$ cat src/hw/rtl/telnet_option_negotiator_unit_macros.svh
// ---------------------------------------------------------------------------
// telnet option negotiator assertion macros
// shared concurrent assertion forms, synchronous reset disables checking
// ---------------------------------------------------------------------------
`ifndef TELNET_OPTION_NEGOTIATOR_UNIT_MACROS_SVH
`define TELNET_OPTION_NEGOTIATOR_UNIT_MACROS_SVH

// same-cycle implication
`define TONU_ASSERT_IMP(lbl, clk, rst, ante, cons, msg) \
  lbl: assert property (@(posedge clk) disable iff (rst) (ante) |-> (cons)) else $error(msg);

// next-cycle implication
`define TONU_ASSERT_NEXT(lbl, clk, rst, ante, cons, msg) \
  lbl: assert property (@(posedge clk) disable iff (rst) (ante) |=> (cons)) else $error(msg);

`endif

$ cat src/hw/rtl/tonu_pkg.sv
// ---------------------------------------------------------------------------
// tonu_pkg
// types, protocol constants and reply byte tables of the option negotiator
// ---------------------------------------------------------------------------
package tonu_pkg;

  localparam logic [7:0] IAC       = 8'hff;
  localparam logic [7:0] CMD_DONT  = 8'hfe;
  localparam logic [7:0] CMD_DO    = 8'hfd;
  localparam logic [7:0] CMD_WONT  = 8'hfc;
  localparam logic [7:0] CMD_WILL  = 8'hfb;
  localparam logic [7:0] CMD_SUB   = 8'hfa;
  localparam logic [7:0] CMD_SE    = 8'hf0;
  localparam logic [7:0] OPT_ECHO  = 8'h01;
  localparam logic [7:0] OPT_SGA   = 8'h03;
  localparam logic [7:0] OPT_TTYPE = 8'h18;
  localparam logic [7:0] OPT_NENV  = 8'h27;

  // action kinds queued between front and back
  localparam logic [1:0] ACT_DATA  = 2'd0;
  localparam logic [1:0] ACT_REPLY = 2'd1;
  localparam logic [1:0] ACT_TTYPE = 2'd2;
  localparam logic [1:0] ACT_NENV  = 2'd3;

  localparam logic [0:0] DEST_TERM = 1'b0;
  localparam logic [0:0] DEST_PEER = 1'b1;

  typedef struct packed {
    logic [1:0] kind;
    logic [7:0] verb;
    logic [7:0] arg;
  } act_t;

  typedef struct packed {
    logic valid;
    act_t act;
  } push_t;

  // index of the final byte of each burst
  function automatic logic [3:0] burst_end(logic [1:0] kind);
    logic [3:0] r;
    case (kind)
      ACT_DATA:  r = 4'd0;
      ACT_REPLY: r = 4'd2;
      ACT_TTYPE: r = 4'd10;
      ACT_NENV:  r = 4'd5;
      default:   r = 4'd0;
    endcase
    return r;
  endfunction

  function automatic logic [7:0] ttype_byte(logic [3:0] idx);
    logic [7:0] r;
    case (idx)
      4'd0:    r = IAC;
      4'd1:    r = CMD_SUB;
      4'd2:    r = OPT_TTYPE;
      4'd3:    r = 8'h00;
      4'd4:    r = 8'h76;
      4'd5:    r = 8'h74;
      4'd6:    r = 8'h31;
      4'd7:    r = 8'h30;
      4'd8:    r = 8'h30;
      4'd9:    r = IAC;
      4'd10:   r = CMD_SE;
      default: r = 8'h00;
    endcase
    return r;
  endfunction

  function automatic logic [7:0] nenv_byte(logic [3:0] idx);
    logic [7:0] r;
    case (idx)
      4'd0:    r = IAC;
      4'd1:    r = CMD_SUB;
      4'd2:    r = OPT_NENV;
      4'd3:    r = 8'h00;
      4'd4:    r = IAC;
      4'd5:    r = CMD_SE;
      default: r = 8'h00;
    endcase
    return r;
  endfunction

  function automatic logic [7:0] reply_byte(act_t a, logic [3:0] idx);
    logic [7:0] r;
    case (a.kind)
      ACT_DATA:  r = a.arg;
      ACT_REPLY: begin
        case (idx)
          4'd0:    r = IAC;
          4'd1:    r = a.verb;
          default: r = a.arg;
        endcase
      end
      ACT_TTYPE: r = ttype_byte(idx);
      ACT_NENV:  r = nenv_byte(idx);
      default:   r = 8'h00;
    endcase
    return r;
  endfunction

endpackage

$ cat src/hw/rtl/telnet_option_negotiator_unit.sv
// ---------------------------------------------------------------------------
// telnet_option_negotiator_unit
// telnet byte stream filter with option negotiation replies
// ---------------------------------------------------------------------------
// usage:
//   s_* carries bytes received from the peer, one byte per transaction.
//   m_* delivers results: m_tuser 0 marks a data byte for the terminal,
//   1 a reply byte for the peer; m_tlast closes the results of one input.
//   command bytes (iac, verb, option, and three bytes after a sub option)
//   produce no data byte for the terminal; a reply burst has 3, 6 or 11 bytes.
// path: an accepted byte's action is written into the queue, and its result
//   bytes then leave through the output register on m_*.
// throughput: one input byte per cycle while results flow; the burst
//   generator emits one output byte per cycle while m_tready is high, so a
//   reply burst holds its action in the queue and input stalls once it is full.
// reset: parser returns to plain data, queue and output register empty.
// stall: when m_tready is low the output register holds, the queue fills
//   and s_tready drops once DEPTH actions are waiting.
// ---------------------------------------------------------------------------
module telnet_option_negotiator_unit #(
  parameter int DEPTH = 4
) (
  input  logic       clk,
  input  logic       rst,
  input  logic       s_tvalid,
  output logic       s_tready,
  input  logic [7:0] s_tdata,   // [7:0] rx_byte
  output logic       m_tvalid,
  input  logic       m_tready,
  output logic [7:0] m_tdata,   // [7:0] out_byte
  output logic       m_tuser,   // [0] destination
  output logic       m_tlast
);
  import tonu_pkg::*;

  push_t push;
  act_t  head;
  logic  full, head_valid, pop;

  assign s_tready = !full;

  tonu_front u_front (
    .clk     (clk),
    .rst     (rst),
    .accept  (s_tvalid && s_tready),
    .rx_byte (s_tdata),
    .push    (push)
  );

  tonu_queue #(.DEPTH(DEPTH)) u_queue (
    .clk        (clk),
    .rst        (rst),
    .push       (push),
    .full       (full),
    .head_valid (head_valid),
    .head       (head),
    .pop        (pop)
  );

  tonu_back u_back (
    .clk        (clk),
    .rst        (rst),
    .head_valid (head_valid),
    .head       (head),
    .pop        (pop),
    .out_valid  (m_tvalid),
    .out_ready  (m_tready),
    .out_dest   (m_tuser),
    .out_byte   (m_tdata),
    .out_last   (m_tlast)
  );

endmodule

$ cat src/hw/rtl/tonu_front.sv
// ---------------------------------------------------------------------------
// tonu_front
// command parser: classifies each received byte, and turns data and replies into a queued action
// ---------------------------------------------------------------------------
module tonu_front (
  input  logic                clk,
  input  logic                rst,
  input  logic                accept,
  input  logic [7:0]          rx_byte,
  output tonu_pkg::push_t     push
);
  import tonu_pkg::*;

  localparam logic [1:0] PH_DATA = 2'd0;
  localparam logic [1:0] PH_CMD  = 2'd1;
  localparam logic [1:0] PH_OPT  = 2'd2;
  localparam logic [1:0] PH_SKIP = 2'd3;

  logic [1:0] phase, phase_next;
  logic [7:0] command_held, command_held_next;
  logic [1:0] skip_left, skip_left_next;
  push_t      push_next;

  always_comb begin
    phase_next        = phase;
    command_held_next = command_held;
    skip_left_next    = skip_left;
    push_next         = '0;
    push_next.act.arg = rx_byte;
    case (phase)
      PH_DATA: begin
        if (rx_byte == IAC) begin
          phase_next = PH_CMD;
        end else begin
          push_next.valid    = 1'b1;
          push_next.act.kind = ACT_DATA;
        end
      end
      PH_CMD: begin
        command_held_next = rx_byte;
        phase_next        = PH_OPT;
      end
      PH_OPT: begin
        phase_next = PH_DATA;
        case (command_held)
          CMD_DO: begin
            push_next.act.kind = ACT_REPLY;
            if (rx_byte inside {OPT_TTYPE, OPT_NENV, OPT_ECHO}) begin
              push_next.valid    = 1'b1;
              push_next.act.verb = CMD_WILL;
            end else if (rx_byte != OPT_SGA) begin
              push_next.valid    = 1'b1;
              push_next.act.verb = CMD_WONT;
            end
          end
          CMD_WILL: begin
            push_next.valid    = 1'b1;
            push_next.act.kind = ACT_REPLY;
            push_next.act.verb = CMD_DO;
          end
          CMD_WONT: begin
            push_next.valid    = 1'b1;
            push_next.act.kind = ACT_REPLY;
            push_next.act.verb = CMD_DONT;
          end
          CMD_SUB: begin
            if (rx_byte == OPT_TTYPE) begin
              push_next.valid    = 1'b1;
              push_next.act.kind = ACT_TTYPE;
            end else if (rx_byte == OPT_NENV) begin
              push_next.valid    = 1'b1;
              push_next.act.kind = ACT_NENV;
            end
            phase_next     = PH_SKIP;
            skip_left_next = 2'd3;
          end
          default: ;
        endcase
      end
      default: begin
        // three bytes after a sub option are dropped unseen
        if (skip_left != 2'd0) skip_left_next = skip_left - 2'd1;
        if (skip_left_next == 2'd0) phase_next = PH_DATA;
      end
    endcase
    push_next.valid = push_next.valid & accept;
  end

  always_ff @(posedge clk) begin
    if (rst) begin
      phase        <= PH_DATA;
      command_held <= 8'h00;
      skip_left    <= 2'd0;
    end else if (accept) begin
      phase        <= phase_next;
      command_held <= command_held_next;
      skip_left    <= skip_left_next;
    end
  end

  assign push = push_next;

endmodule

$ cat src/hw/rtl/tonu_queue.sv
// ---------------------------------------------------------------------------
// tonu_queue
// short action queue decoupling the parser from the burst generator
// ---------------------------------------------------------------------------
`include "telnet_option_negotiator_unit_macros.svh"

module tonu_queue #(
  parameter int DEPTH = 4
) (
  input  logic            clk,
  input  logic            rst,
  input  tonu_pkg::push_t push,
  output logic            full,
  output logic            head_valid,
  output tonu_pkg::act_t  head,
  input  logic            pop
);
  import tonu_pkg::*;

  localparam int PW = (DEPTH > 1) ? $clog2(DEPTH) : 1;
  localparam int CW = $clog2(DEPTH + 1);
  localparam logic [PW-1:0] PTR_LAST = PW'(DEPTH - 1);
  localparam logic [CW-1:0] CNT_FULL = CW'(DEPTH);

  act_t          slots [DEPTH];
  logic [PW-1:0] wr_ptr, rd_ptr;
  logic [CW-1:0] count;
  logic          do_push, do_pop;

  assign do_push    = push.valid && !full;
  assign do_pop     = pop && head_valid;
  assign full       = (count == CNT_FULL);
  assign head_valid = (count != '0);
  assign head       = slots[rd_ptr];

  always_ff @(posedge clk) begin
    if (do_push) slots[wr_ptr] <= push.act;
  end

  always_ff @(posedge clk) begin
    if (rst) begin
      wr_ptr <= '0;
      rd_ptr <= '0;
      count  <= '0;
    end else begin
      if (do_push) wr_ptr <= (wr_ptr == PTR_LAST) ? '0 : wr_ptr + 1'b1;
      if (do_pop)  rd_ptr <= (rd_ptr == PTR_LAST) ? '0 : rd_ptr + 1'b1;
      case ({do_push, do_pop})
        2'b10:   count <= count + 1'b1;
        2'b01:   count <= count - 1'b1;
        default: count <= count;
      endcase
    end
  end

  `TONU_ASSERT_IMP(a_no_drop, clk, rst, push.valid, !full, "action pushed into full queue")
  `TONU_ASSERT_IMP(a_pop_nonempty, clk, rst, pop, head_valid, "pop from empty queue")
  `TONU_ASSERT_IMP(a_count_range, clk, rst, 1'b1, count <= CNT_FULL, "queue count overflow")

endmodule

$ cat src/hw/rtl/tonu_back.sv
// ---------------------------------------------------------------------------
// tonu_back
// burst generator: expands queued actions into output bytes
// ---------------------------------------------------------------------------
`include "telnet_option_negotiator_unit_macros.svh"

module tonu_back (
  input  logic           clk,
  input  logic           rst,
  input  logic           head_valid,
  input  tonu_pkg::act_t head,
  output logic           pop,
  output logic           out_valid,
  input  logic           out_ready,
  output logic           out_dest,
  output logic [7:0]     out_byte,
  output logic           out_last
);
  import tonu_pkg::*;

  logic [3:0] idx;
  logic       advance, last_beat;

  assign advance   = head_valid && (!out_valid || out_ready);
  assign last_beat = (idx == burst_end(head.kind));
  assign pop       = advance && last_beat;

  always_ff @(posedge clk) begin
    if (rst) begin
      out_valid <= 1'b0;
      idx       <= 4'd0;
    end else if (advance) begin
      out_valid <= 1'b1;
      idx       <= last_beat ? 4'd0 : idx + 4'd1;
    end else if (out_ready) begin
      out_valid <= 1'b0;
    end
  end

  always_ff @(posedge clk) begin
    if (advance) begin
      out_dest <= (head.kind == ACT_DATA) ? DEST_TERM : DEST_PEER;
      out_byte <= reply_byte(head, idx);
      out_last <= last_beat;
    end
  end

  `TONU_ASSERT_IMP(a_idx_in_burst, clk, rst, head_valid,
    idx <= burst_end(head.kind), "burst index past end of burst")
  `TONU_ASSERT_IMP(a_data_single, clk, rst, out_valid && out_dest == DEST_TERM,
    out_last, "terminal byte not marked last")
  `TONU_ASSERT_NEXT(a_idx_restart, clk, rst, pop, idx == 4'd0,
    "burst index not cleared after pop")

endmodule

$ cat config.mk
export PLATFORM = sky130hd
export DESIGN_NAME = telnet_option_negotiator_unit
export DESIGN_NICKNAME = d
export VERILOG_FILES = /design/src/hw/rtl/tonu_pkg.sv /design/src/hw/rtl/telnet_option_negotiator_unit.sv /design/src/hw/rtl/tonu_front.sv /design/src/hw/rtl/tonu_queue.sv /design/src/hw/rtl/tonu_back.sv
export VERILOG_INCLUDE_DIRS = /design/src /design/src/hw/rtl
export SDC_FILE = /design/constraint.sdc
export NUM_CORES = 1
export LEC_CHECK = 0
export BUFFER_PORTS_ARGS = -buffer_cell sky130_fd_sc_hd__buf_2
export CORE_ASPECT_RATIO = 0.9
export CORE_MARGIN = 2
export CORE_UTILIZATION = 42
export CTS_BUF_LIST = sky130_fd_sc_hd__clkbuf_4 sky130_fd_sc_hd__clkbuf_8 sky130_fd_sc_hd__clkbuf_16
export CTS_CLUSTER_DIAMETER = 60
export CTS_CLUSTER_SIZE = 10
export DETAILED_ROUTE_END_ITERATION = 10
export SYNTH_ARGS = -nofsm -noshare
export SYNTH_HDL_FRONTEND = slang
export SYNTH_HIERARCHICAL = 1
export SYNTH_SLANG_ARGS = --single-unit
$ cat constraint.sdc
create_clock -name clk -period 3.5 [get_ports clk]
set_input_delay 0.175 -clock clk [delete_from_list [all_inputs] [get_ports clk]]
set_output_delay 0.175 -clock clk [all_outputs]
set_load 0.02 [all_outputs]
**Yosys cells after proc, flatten, opt, wreduce, memory -nomap -nowiden**

Memories as Yosys holds them, arrays and structs flattened. A register that Yosys moved wholly into a read port is not among the register bits.
Cells that the tools add are included.
Widths: inputs -> output; s select.

- Bitwise operators: 2
- Add/sub/neg operators: 6
- Equality and inequality tests: 26
- Multiplexer cells: 36
- Reduce and logical (&&, ||, !) cells: 25

Operator list:

| operator | count |
|---|---|
| $pmux 8 s4 | 2 |
| $eq 8x8->1 const B | 5 |
| $mux 8 | 3 |
| $pmux 8 s3 | 1 |
| $mux 2 | 10 |
| $pmux 4 s4 | 1 |
| $pmux 8 s2 | 1 |
| $eq 2x2->1 const B | 6 |
| $mux 4 | 3 |
| $pmux 3 s2 | 2 |
| $mux 3 | 3 |
| $pmux 3 s3 | 1 |
| $eq 4x3->1 const B | 2 |
| $eq 8x1->1 const B | 1 |
| $eq 8x5->1 const B | 1 |
| $eq 8x6->1 const B | 1 |
| $ne 8x2->1 const B | 1 |
| $mux 1 | 7 |
| $eq 2x1->1 const B | 3 |
| $logic_not 2->1 | 3 |
| $pmux 2 s3 | 1 |
| $reduce_and 3->1 | 2 |
| $reduce_bool 2->1 | 3 |
| $reduce_bool 3->1 | 2 |
| 22 further kinds | 30 |

- Flip-flop bits (word level): 34
- Word-level logic and storage cells: 108
- Memories: 2
- Input bits: 12
- ROM bits: 128
- Memory bits (writable): 72

Memory list:

| memory | words | bits a word | read ports | clocked after memory_dff | write ports | line | text |
|---|---|---|---|---|---|---|---|
| (name not given) | 16 | 8 | 1 | 1 | 0 | tonu_pkg.sv:54 | `case (idx)` |
| u_queue.slots | 4 | 18 | 1 | 1 | 1 | tonu_queue.sv:25 | `act_t slots [DEPTH];` |

**Logic depth before layout (Yosys ltp)**

Gate-level depths: netlist (run 1).

- Word-level depth: 9
- Depth in mapped cells: 17
- Gate-level depth less buffers: 15

**Cells and area by module**

Netlist (run 1), hierarchy kept.

Modules (own cells, without submodules):

| module | instances | sequential area each (um^2) | cells each | area an instance (um^2) |
|---|---|---|---|---|
| tonu_queue | 1 | 2342.2 | 148 | 3094.2 |
| tonu_back | 1 | 560.5 | 152 | 1483.9 |
| tonu_front | 1 | 240.2 | 103 | 862.1 |
| telnet_option_negotiator_unit | 1 | 0.0 | 2 | 10.0 |

**Least setup slack after synthesis (run 1)**

Ideal clock, no wire load.

- Path kind: register to register
- Start point: register (tool-made name)
- End point: register u_queue.count[2]
- Library setup time: 70 ps
- Required time: 3430 ps
- Data arrival time: 3745 ps
- Stages on the path, launching flop included: 18
- Setup slack: -315 ps
- Buffers on the path: 2
- Cell sequence: dfxtp_1 buf_4 buf_4 mux4_2 inv_1 ha_1 xor2_1 nor4_4 nand2_4 inv_4 o31ai_1 inv_1 ha_1 inv_1 fa_1 xor2_1 or3_2 a21oi_1

RTL lines:

| what | line | text |
|---|---|---|
| to (signal assigned) | tonu_queue.sv:49 | `2'b10: count <= count + 1'b1;` |
| to (signal assigned) | tonu_queue.sv:50 | `2'b01: count <= count - 1'b1;` |
| to (signal assigned) | tonu_queue.sv:51 | `default: count <= count;` |
| to (decl) | tonu_queue.sv:27 | `logic [CW-1:0] count;` |

==> impl_metrics.yaml, run 1 <==
synth:
  seq_area_frac_synth_pct: 57.7
  synth_top_area_share_pct: 45.2
  postSynth.asyncResetShare_pct: 0
  synthTopCellsByArea: "edfxtp_1, dfxtp_1, mux4_2"
  syn_area_um2: 5450
  yosys_warnings: 6
  synth.distinct_cells: 73
  netlist_instances: 405
  synth-edff-count: 82
  yosys.area.top_type: "edfxtp_1"
  synth-seq-cells: 116
  synth_nets: 438
  synth_top_flop_cell: "edfxtp_1"
  synth.avg_cell_area_um2: 13.5
global_route:
  grt_overflow: 0
  antenna_found_initial: 0
  grt_pass1_vias: 3235
  grt_pass1_wl_mm: 16.7
  track_usage_pct: 16.0
  grt_max_degree: 35
flow_run:
  drv_cap: 0
drt:
  drc: 0
  postRouteAntennaNets: 0
  vias: 3272
  drt-met1-wl_mm: 4.83
  dr.max_layer_used: "met4"
  wl_met2_mm: 5.02
  first_pass_iters: 4
  routed_via_density: 5.39
  drt-initial-drc-count: 252
  wl_per_cell_um: 17.0
  routed_wl_mm: 10.3
  wl_met3_um: 410
final_layout:
  num_antenna_cells: 0
  nets: 463
  fin_util_pct: 50.2
  area_growth_pct: 16.8
  post-route-cell-area_um2: 6370
  fillers: 1116
  drive_above_1_share_pct: 29.1
timing:
  final_hold_viol_count: 0
  rsz0062_at_grt: "false"
  maxSlewViolCount: 0
  fin_setup_tns_ns: 0
  max_slew.worst_pin.slew_ns: 0.667
  period_minus_slack_ns: 3.37
  max_slew_margin_pct: 55.4
  whs_ns: 0.0798
  finalSetupViolations: 0
  skew_ns: 0.00973
  fin_crit_sh_pct: 96.3
  max_freq_ghz: 0.297
power:
  ir_drop_mv: 0.335
  powerDensity_nw_per_um2: 687
  power_mw: 4.37
  cellLeakagePower_nw: 2.34
die:
  coreArea_um2: 12700
  die_h_um: 112
  start_util_pct: 43.0
  dieWidth_um: 124
  dieArea_um2: 13900
  io_pins: 24
  row_count: 39
worst_setup_path:
  crit_type: "reg -> reg"
  startpoint_type: "flop"
  crit_fanout: 7
  cp-end-kind: "flop"
  cp.arrival_ns: 3.70
  worstPathRequired_ns: 3.83
clock_network:
  worstSkewPairLatency_ns: 0.40
  root_buffer: "clkbuf_16"
  clk_path_buf_depth: 2
  cts.sinks: 116
  cts_hold_buf: 0
  cts.clk_slew.worst_paths_ns: 0.06
  cts_made_buffers: 17
  cts_tree: "built"
  cts_max_level: 4
place:
  place_hpwl_mm: 6.92
  numPortBuffers: 23
  place_area_um2: 5710
  gp_congestion: 0.840
min_path:
  hp-class: "in -> reg"
status:
  status: "completed"
[through the flow]
stage                     worst slack, ns  cells
after floorplan                    0.0141    405
after global placement              0.196    571
after detailed placement            0.102    571
after CTS                          0.0624    603
after global routing            0.0000262    607
final                               0.130    607
[layout by cell type (no fill, tap or decap), types with 6 or more instances in the layout]
master / synthesis / final
edfxtp_1: 82 / 82
dfxtp_1: 34 / 33
inv_1: 30 / 26
nor2_1: 25 / 25
buf_2: 4 / 23
clkbuf_16: 0 / 18
a21oi_1: 18 / 18
mux4_2: 18 / 18
ha_1: 20 / 16
o21ai_0: 14 / 14
nand2_1: 13 / 13
mux2i_1: 10 / 10
buf_4: 15 / 9
nor2b_1: 7 / 7
nand3_1: 7 / 7
nor3_1: 6 / 6
o221ai_1: 6 / 6
[where the power goes]
group	switching, mW	internal, mW	total, mW	leakage [nW]
combinational	0.550	0.362	0.912	1.02
sequential	0.0753	1.66	1.74	1.03
clock	0.602	1.12	1.73	0.289
total	1.23	3.15	4.37	2.34
[synth_stat cells (3+ instances only)]
master and count:
nor2_1 25, edfxtp_1 82, o31ai_1 3, nand3_1 7, nor2b_1 7, a31oi_1 3
mux2i_1 10, a21oi_1 18, o221ai_1 6, nand2_1 13, o21ai_0 14, dfxtp_1 34
nor3_1 6, mux4_2 18, inv_1 30, buf_4 15, and3_2 4, buf_2 4
and2b_2 3, xor2_1 6, and2_1 4, clkbuf_1 5, ha_1 20, a32oi_1 4
[final cells by class]
cell class | count | area (µm²) | share of cell area [%]
timing repair buffer | 32 | 183 | 2.87
sequential | 116 | 3150 | 49.4
tap | 164 | 205 | 3.22
clock inverter | 12 | 128 | 2.00
inverter | 31 | 126 | 1.99
clock buffer | 20 | 478 | 7.51
multi-input combinational | 232 | 2100 | 33.0
[metal layers]
layer | vias up | GRT usage (%)
li1 | 1563 | -
met2 | 77 | 25.4
met4 | 0 | 4.79
met5 | - | 0
met1 | 1626 | 21.6
met3 | 6 | 4.42
[worst max-delay path, stage by stage, from the launching register on]
cell	delay, ns
dfxtp_4	0.36
mux4_2	0.61
inv_4	0.11
ha_4	0.21
xor2_2	0.15
nor4_4	0.36
nand2_4	0.11
inv_6	0.10
o31ai_4	0.09
inv_2	0.08
ha_4	0.13
inv_2	0.04
fa_2	0.34
xor2_1	0.18
or3_4	0.32
a21oi_1	0.12
[path summary, 6_finish.rpt]
check | startpoint | to | slack [ns] | cells past startpoint
min reg2reg | u_front/command_held[6]$_SDFFE_PP0P_ | u_front/command_held[6]$_SDFFE_PP0P_ | 0.49 | 2
max | flop | u_queue/count[2]$_SDFFE_PP0P_ | 0.13 | 15
min | s_tdata[0] | u_queue/slots[0][0]$_DFFE_PP_ | 0.08 | 1
max reg2reg | flop | u_queue/count[2]$_SDFFE_PP0P_ | 0.13 | 15
[what timing repair did]
action | in CTS | in global routing
gates resized for setup | 0 | 6
setup endpoints to repair | 0 | 1
buffers inserted | 0 | 4
[sequential cells by signal (all words and copies together) (netlist names), 3 cells and up, named ones only]
signal                cells
u_queue/count             3
u_queue/slots            72
u_back/out_byte           8
u_back/idx                4
u_front/command_held      8
[logic make-up after synthesis]
| kind of cell | synth area share [%] |
|---|---|
| xor gates and xnor gates | 1.26 |
| adders and majority gates | 4.96 |
| buffers and inverters | 5.37 |
| and+or+nand+nor | 11.8 |
| AOI/OAI and AO/OA | 9.66 |
| DFF | 57.7 |
| muxes | 9.27 |
No activity file was read; power rests on OpenSTA's default activity.
==> run 2: changes to the inputs <==
--- a/config.mk
+++ b/config.mk
@@ -8,12 +8,12 @@
 export LEC_CHECK = 0
 export BUFFER_PORTS_ARGS = -buffer_cell sky130_fd_sc_hd__buf_2
 export CORE_ASPECT_RATIO = 0.9
-export CORE_MARGIN = 2
 export CORE_UTILIZATION = 42
 export CTS_BUF_LIST = sky130_fd_sc_hd__clkbuf_4 sky130_fd_sc_hd__clkbuf_8 sky130_fd_sc_hd__clkbuf_16
 export CTS_CLUSTER_DIAMETER = 60
 export CTS_CLUSTER_SIZE = 10
 export DETAILED_ROUTE_END_ITERATION = 10
+export REMOVE_ABC_BUFFERS = 1
 export SYNTH_ARGS = -nofsm -noshare
 export SYNTH_HDL_FRONTEND = slang
 export SYNTH_HIERARCHICAL = 1
==> run 2 against run 1 <==
  * Die area shrank 3.4%
  * Global-route usage grew 0.91 points
  * Highest routed layer unchanged
  * Design area shrank 0.98%
  * Critical endpoint unchanged
  * Fmax grew 1.6%
  * Largest cell class unchanged
  * Setup slack gained 0.052 ns
  * Utilization shrank 0.49 points
==> impl_metrics.yaml, run 2 (same netlist as run 1, synthesis figures left out) <==
drt:
  vias: 3255
  routed_wl_mm: 10.3
  routed_via_density: 5.34
  wl_per_cell_um: 16.9
  drt-initial-drc-count: 221
  first_pass_iters: 4
  drc: 0
  postRouteAntennaNets: 0
global_route:
  grt_overflow: 0
  antenna_found_initial: 0
  grt_max_degree: 35
  track_usage_pct: 16.9
  grt_pass1_vias: 3222
  grt_pass1_wl_mm: 16.7
timing:
  max_slew.worst_pin.slew_ns: 0.629
  skew_ns: 0.00764
  maxSlewViolCount: 0
  period_minus_slack_ns: 3.32
  max_slew_margin_pct: 57.0
  max_freq_ghz: 0.301
  fin_crit_sh_pct: 94.8
  final_hold_viol_count: 0
  rsz0062_at_grt: "false"
  whs_ns: 0.0544
  fin_setup_tns_ns: 0
  worst_slack_ns: 0.182
  finalSetupViolations: 0
worst_setup_path:
  path_cells: "mux4_2, inv_2, ha_1, xor2_1, nor4_4, nand2_4, inv_4, o31ai_1, inv_1, ha_2, inv_1, fa_2, xor2_1, or3_4, a21oi_2"
  crit_type: "reg -> reg"
  crit_fanout: 4
  cp-end-kind: "flop"
  rr_worst_depth: 15
  cpPeakStageDelay_ns: 0.56
  cp.arrival_ns: 3.66
  endpoint: "u_queue/count[2]$_SDFFE_PP0P_"
  crit_slowest_cell: "mux4_2"
  startpoint_type: "flop"
  worstReg2RegEnd: "u_queue/count[2]$_SDFFE_PP0P_"
  rrSetupSlack_ns: 0.18
  worstPathRequired_ns: 3.84
place:
  dp_slack_ns: -0.0287
  numPortBuffers: 23
  gp_congestion: 0.816
  place_hpwl_mm: 6.78
min_path:
  hp-class: "in -> reg"
final_layout:
  seqCellArea_um2: 3150
  final_cell_mix: "edfxtp_1, dfxtp_1, inv_1, nor2_1, buf_2"
  top_regs: "u_queue/slots x72, u_back/out_byte x8, u_front/command_held x8"
  num_antenna_cells: 0
  fillers: 1133
  final_common_cell: "edfxtp_1"
  largest_register: "u_queue/slots"
  nets: 466
  fin_util_pct: 49.7
  area_growth_pct: 15.7
  drive_above_1_share_pct: 28.0
  largest_register_ffs: 72
  multi_input_area_um2: 2030
power:
  internal-power_mw: 3.17
  pwr-share-comb_pct: 20.1
  p_sw_mw: 1.17
  cellLeakagePower_nw: 2.37
  powerDensity_nw_per_um2: 688
  p_clk_share_pct: 40.1
  switching_share_pct: 27.0
  power_mw: 4.34
  ir_drop_mv: 0.315
  seq_power_share_pct: 39.8
die:
  row_count: 39
  dieWidth_um: 122
  start_util_pct: 43.0
  coreArea_um2: 12700
  die_h_um: 110
  io_pins: 24
  dieArea_um2: 13400
clock_network:
  cts.sinks: 116
  worstSkewPairLatency_ns: 0.41
  cts_tree: "built"
  cts_hold_buf: 0
  cts_made_buffers: 17
  cts_max_level: 4
  root_buffer: "clkbuf_16"
  cts.clk_slew.worst_paths_ns: 0.05
  clk_path_buf_depth: 2
flow_run:
  drv_cap: 0
status:
  status: "completed"
run 2: critical path: cells and delay by family (launching register included):
kind            cells  cell delay (ns)
simple gates        3             0.75
fa+ha+maj           3             0.73
mux                 1             0.56
flops               1             0.36
xor+xnor            2             0.33
buf+inv             4             0.31
compound gates      2             0.21
run 2: what timing repair did:
item | in CTS | in global routing
gates resized for setup | 0 | 8
buffers inserted | 0 | 3
pin swaps | 1 | 1
setup endpoints to repair | 1 | 1
run 2: per-layer routing:
layer | wire length [µm] | track usage, % | vias to the layer above
met5 | 0 | 0 | -
met4 | 205 | 7.06 | 0
met3 | 361 | 5.04 | 15
met2 | 4840 | 26.8 | 60
met1 | 4930 | 21.8 | 1607
li1 | - | - | 1573
run 2: power by group through the flow:
stage          registers, mW  logic, mW  clock network [mW]
2_1_floorplan           1.82      0.522                   0
3_3_place_gp            1.75      0.839                   0
3_5_place_dp            1.75      0.851                   0
4_1_cts                 1.73      0.859                1.77
5_1_grt                 1.74      0.972                1.84
6_report                1.73      0.874                1.74
run 2: how the worst min path moves through the flow:
stage / cells past startpoint / endpoint / startpoint / slack (ns)
final: 1 / u_queue/slots[2][0]$_DFFE_PP_ / s_tdata[0] / 0.05
after CTS: 1 / u_queue/slots[2][0]$_DFFE_PP_ / s_tdata[0] / 0.04
after global routing: 1 / u_queue/slots[2][0]$_DFFE_PP_ / s_tdata[0] / 0.05
after detailed placement: 1 / u_queue/slots[2][0]$_DFFE_PP_ / s_tdata[0] / 0.47
after global placement: 1 / u_queue/slots[2][0]$_DFFE_PP_ / s_tdata[0] / 0.47
after floorplan: 1 / u_back/out_valid$_SDFFE_PP0P_ / rst / 0.24
run 2: through the flow:
stage,cell area (µm²),cells
global placement,5660,575
finish,6300,610
CTS,6260,607
global route,6300,610
detailed placement,5660,575
floorplan,5280,379
run 2: layout make-up:
class	count	area share, %
repair buffers	35	3.26
flip-flops and latches	116	49.9
multi-input cells	232	32.2
well taps	164	3.26
clock buffers	21	7.42
clock inverters	11	2.10
inverters	31	1.89
==> run 3: changes to the inputs <==
==> constraint.sdc (replaced) <==
create_clock -name clk -period 2.83 [get_ports clk]
set_input_delay 0.1415 -clock clk [delete_from_list [all_inputs] [get_ports clk]]
set_output_delay 0.1415 -clock clk [all_outputs]
set_load 0.02 [all_outputs]
==> run 3 against run 2 <==
  * The flow now finishes with violations (setup timing)
  * Total power up 26%
  * Clock-buffer cell count down 4
  * Combinational power up 48%
  * Worst hold slack worse by 0.024 ns
  * Non-clock buffer count up 44
  * Clock skew up 0.0015 ns
  * Wire length up 1.9%
  * Fmax up 4.0%
  * Register-to-register slack worse by 0.54 ns
  * Largest cell class unchanged
==> impl_metrics.yaml, run 3 (same netlist as run 1, synthesis figures left out) <==
timing:
  maxSlewViolCount: 0
  rsz0062_at_grt: "true"
  max_slew.worst_pin.slew_ns: 0.519
  max_freq_ghz: 0.314
  finalSetupViolations: 8
  fin_crit_sh_pct: 113
  final_hold_viol_count: 0
  period_minus_slack_ns: 3.19
  max_slew_margin_pct: 65.4
  skew_ns: 0.00911
  fin_setup_tns_ns: -0.745
  worst_slack_ns: -0.359
final_layout:
  largest_register_ffs: 72
  top_regs: "u_queue/slots x72, u_back/out_byte x8, u_front/command_held x8"
  num_antenna_cells: 0
  final_cell_mix: "edfxtp_1, buf_4, dfxtp_1, inv_1, nor2_1"
  post-route-cell-area_um2: 6710
  multi_input_area_um2: 2130
  area_growth_pct: 23.2
  fin_cells: 654
  final_common_cell: "edfxtp_1"
  fillers: 1111
  nets: 510
  drive_above_1_share_pct: 37.6
  largest_register: "u_queue/slots"
  seqCellArea_um2: 3150
die:
  start_util_pct: 43.0
  die_h_um: 110
  coreArea_um2: 12700
  dieArea_um2: 13400
  row_count: 39
  io_pins: 24
  dieWidth_um: 122
worst_setup_path:
  rrSetupSlack_ns: -0.36
  crit_fanout: 4
  path_cells: "mux4_2, ha_4, xor2_2, nor4_4, nand2_4, inv_4, o31ai_2, inv_1, ha_2, inv_2, fa_2, xor2_1, or3_4, a21oi_2"
  cpPeakStageDelay_ns: 0.59
  startpoint_type: "flop"
  worstPathRequired_ns: 3.17
  crit_type: "reg -> reg"
  cp.arrival_ns: 3.53
  rr_worst_depth: 14
  worstReg2RegEnd: "u_queue/count[2]$_SDFFE_PP0P_"
  cp-end-kind: "flop"
  endpoint: "u_queue/count[2]$_SDFFE_PP0P_"
  crit_slowest_cell: "mux4_2"
min_path:
  min-delay-start: "s_tdata[1]"
  hp-class: "in -> reg"
place:
  placed_cells: 615
  gp_congestion: 0.822
  place_area_um2: 5960
  numPortBuffers: 23
  dp_slack_ns: -0.598
  place_hpwl_mm: 7.19
clock_network:
  cts_tree: "built"
  cts_hold_buf: 0
  clk_path_buf_depth: 2
  cts.clk_slew.worst_paths_ns: 0.06
  cts_max_level: 4
  root_buffer: "clkbuf_16"
  cts_made_buffers: 17
  worstSkewPairLatency_ns: 0.41
  cts.sinks: 116
drt:
  first_pass_iters: 4
  vias: 3388
  drc: 0
  wl_per_cell_um: 16.1
  routed_wl_mm: 10.5
  drt-initial-drc-count: 261
  postRouteAntennaNets: 0
  routed_via_density: 5.18
status:
  violations: "setup timing"
  status: "finished with violations"
power:
  pwr-share-comb_pct: 23.6
  p_clk_share_pct: 37.4
  internal-power_mw: 3.83
  p_sw_mw: 1.62
  switching_share_pct: 29.6
  ir_drop_mv: 0.479
  cellLeakagePower_nw: 2.55
  powerDensity_nw_per_um2: 812
  seq_power_share_pct: 39.1
  power_mw: 5.45
global_route:
  antenna_found_initial: 0
  grt_overflow: 0
  grt_max_degree: 24
  grt_pass1_vias: 3418
  track_usage_pct: 17.3
  grt_pass1_wl_mm: 17.2
flow_run:
  drv_cap: 0
run 3: cell types whose count changed in the layout (fill, tap and decap cells not counted), sizes merged:
cell	change
inv	+6
clkbuf	-4
clkinvlp	+3
bufinv	-2
buf	+44
clkinv	-3
run 3: how the worst min path moves through the flow:
stage	end	slack (ns)	cells past startpoint
2_1_floorplan	u_back/out_valid$_SDFFE_PP0P_	0.21	1
6_report	u_front/command_held[1]$_SDFFE_PP0P_	0.03	3
3_5_place_dp	u_front/command_held[1]$_SDFFE_PP0P_	0.45	3
5_1_grt	u_queue/slots[3][2]$_DFFE_PP_	0.06	1
4_1_cts	u_front/command_held[1]$_SDFFE_PP0P_	0.02	3
3_3_place_gp	u_front/command_held[1]$_SDFFE_PP0P_	0.44	3
run 3: layout make-up:
cell class	instances	area share, %
Timing Repair Buffer	79	8.03
Inverter	31	1.81
Tap cell	164	3.06
Clock inverter	15	2.18
Multi-Input combinational cell	232	31.7
Sequential cell	116	46.9
Clock buffer	17	6.34
run 3: worst max-delay path: cells and delay by family (launching register included):
kind                       cells  cell delay [ns]
muxes                          1             0.59
AOI/OAI and AO/OA              2             0.17
adders and majority gates      3             0.73
buffers and inverters          3             0.17
DFF                            1             0.36
and+or+nand+nor                3             0.77
xor gates and xnor gates       2             0.32
run 3: per-stage QoR:
stage	hold slack (ns)	utilization, %
detailed placement	0.448	47.0
global route	0.0589	52.9
floorplan	0.211	-
finish	0.0303	52.9
global placement	0.444	47.0
CTS	0.0198	52.5
run 3: what timing repair did:
item / 4_1_cts / 5_1_grt
gates cloned: 0 / 0
setup buffers: 5 / 4
setup endpoints to repair: 10 / 10
gates resized for setup: 25 / 6
pin swaps: 12 / 5
run 3: layer usage:
layer | track usage [%] | vias up | part of all wire [%]
met5 | 0 | - | 0
met1 | 22.5 | 1658 | 48
met2 | 28.3 | 62 | 48
met4 | 4.44 | 0 | 0.74
li1 | - | 1661 | -
met3 | 5.25 | 7 | 3.6
run 3: power groups by stage:
stage | clock, mW | combinational (mW) | sequential [mW]
detailed placement | 0 | 1.17 | 2.16
global route | 2.15 | 1.42 | 2.15
finish | 2.04 | 1.29 | 2.13
global placement | 0 | 1.15 | 2.15
CTS | 2.08 | 1.26 | 2.13
floorplan | 0 | 0.645 | 2.25
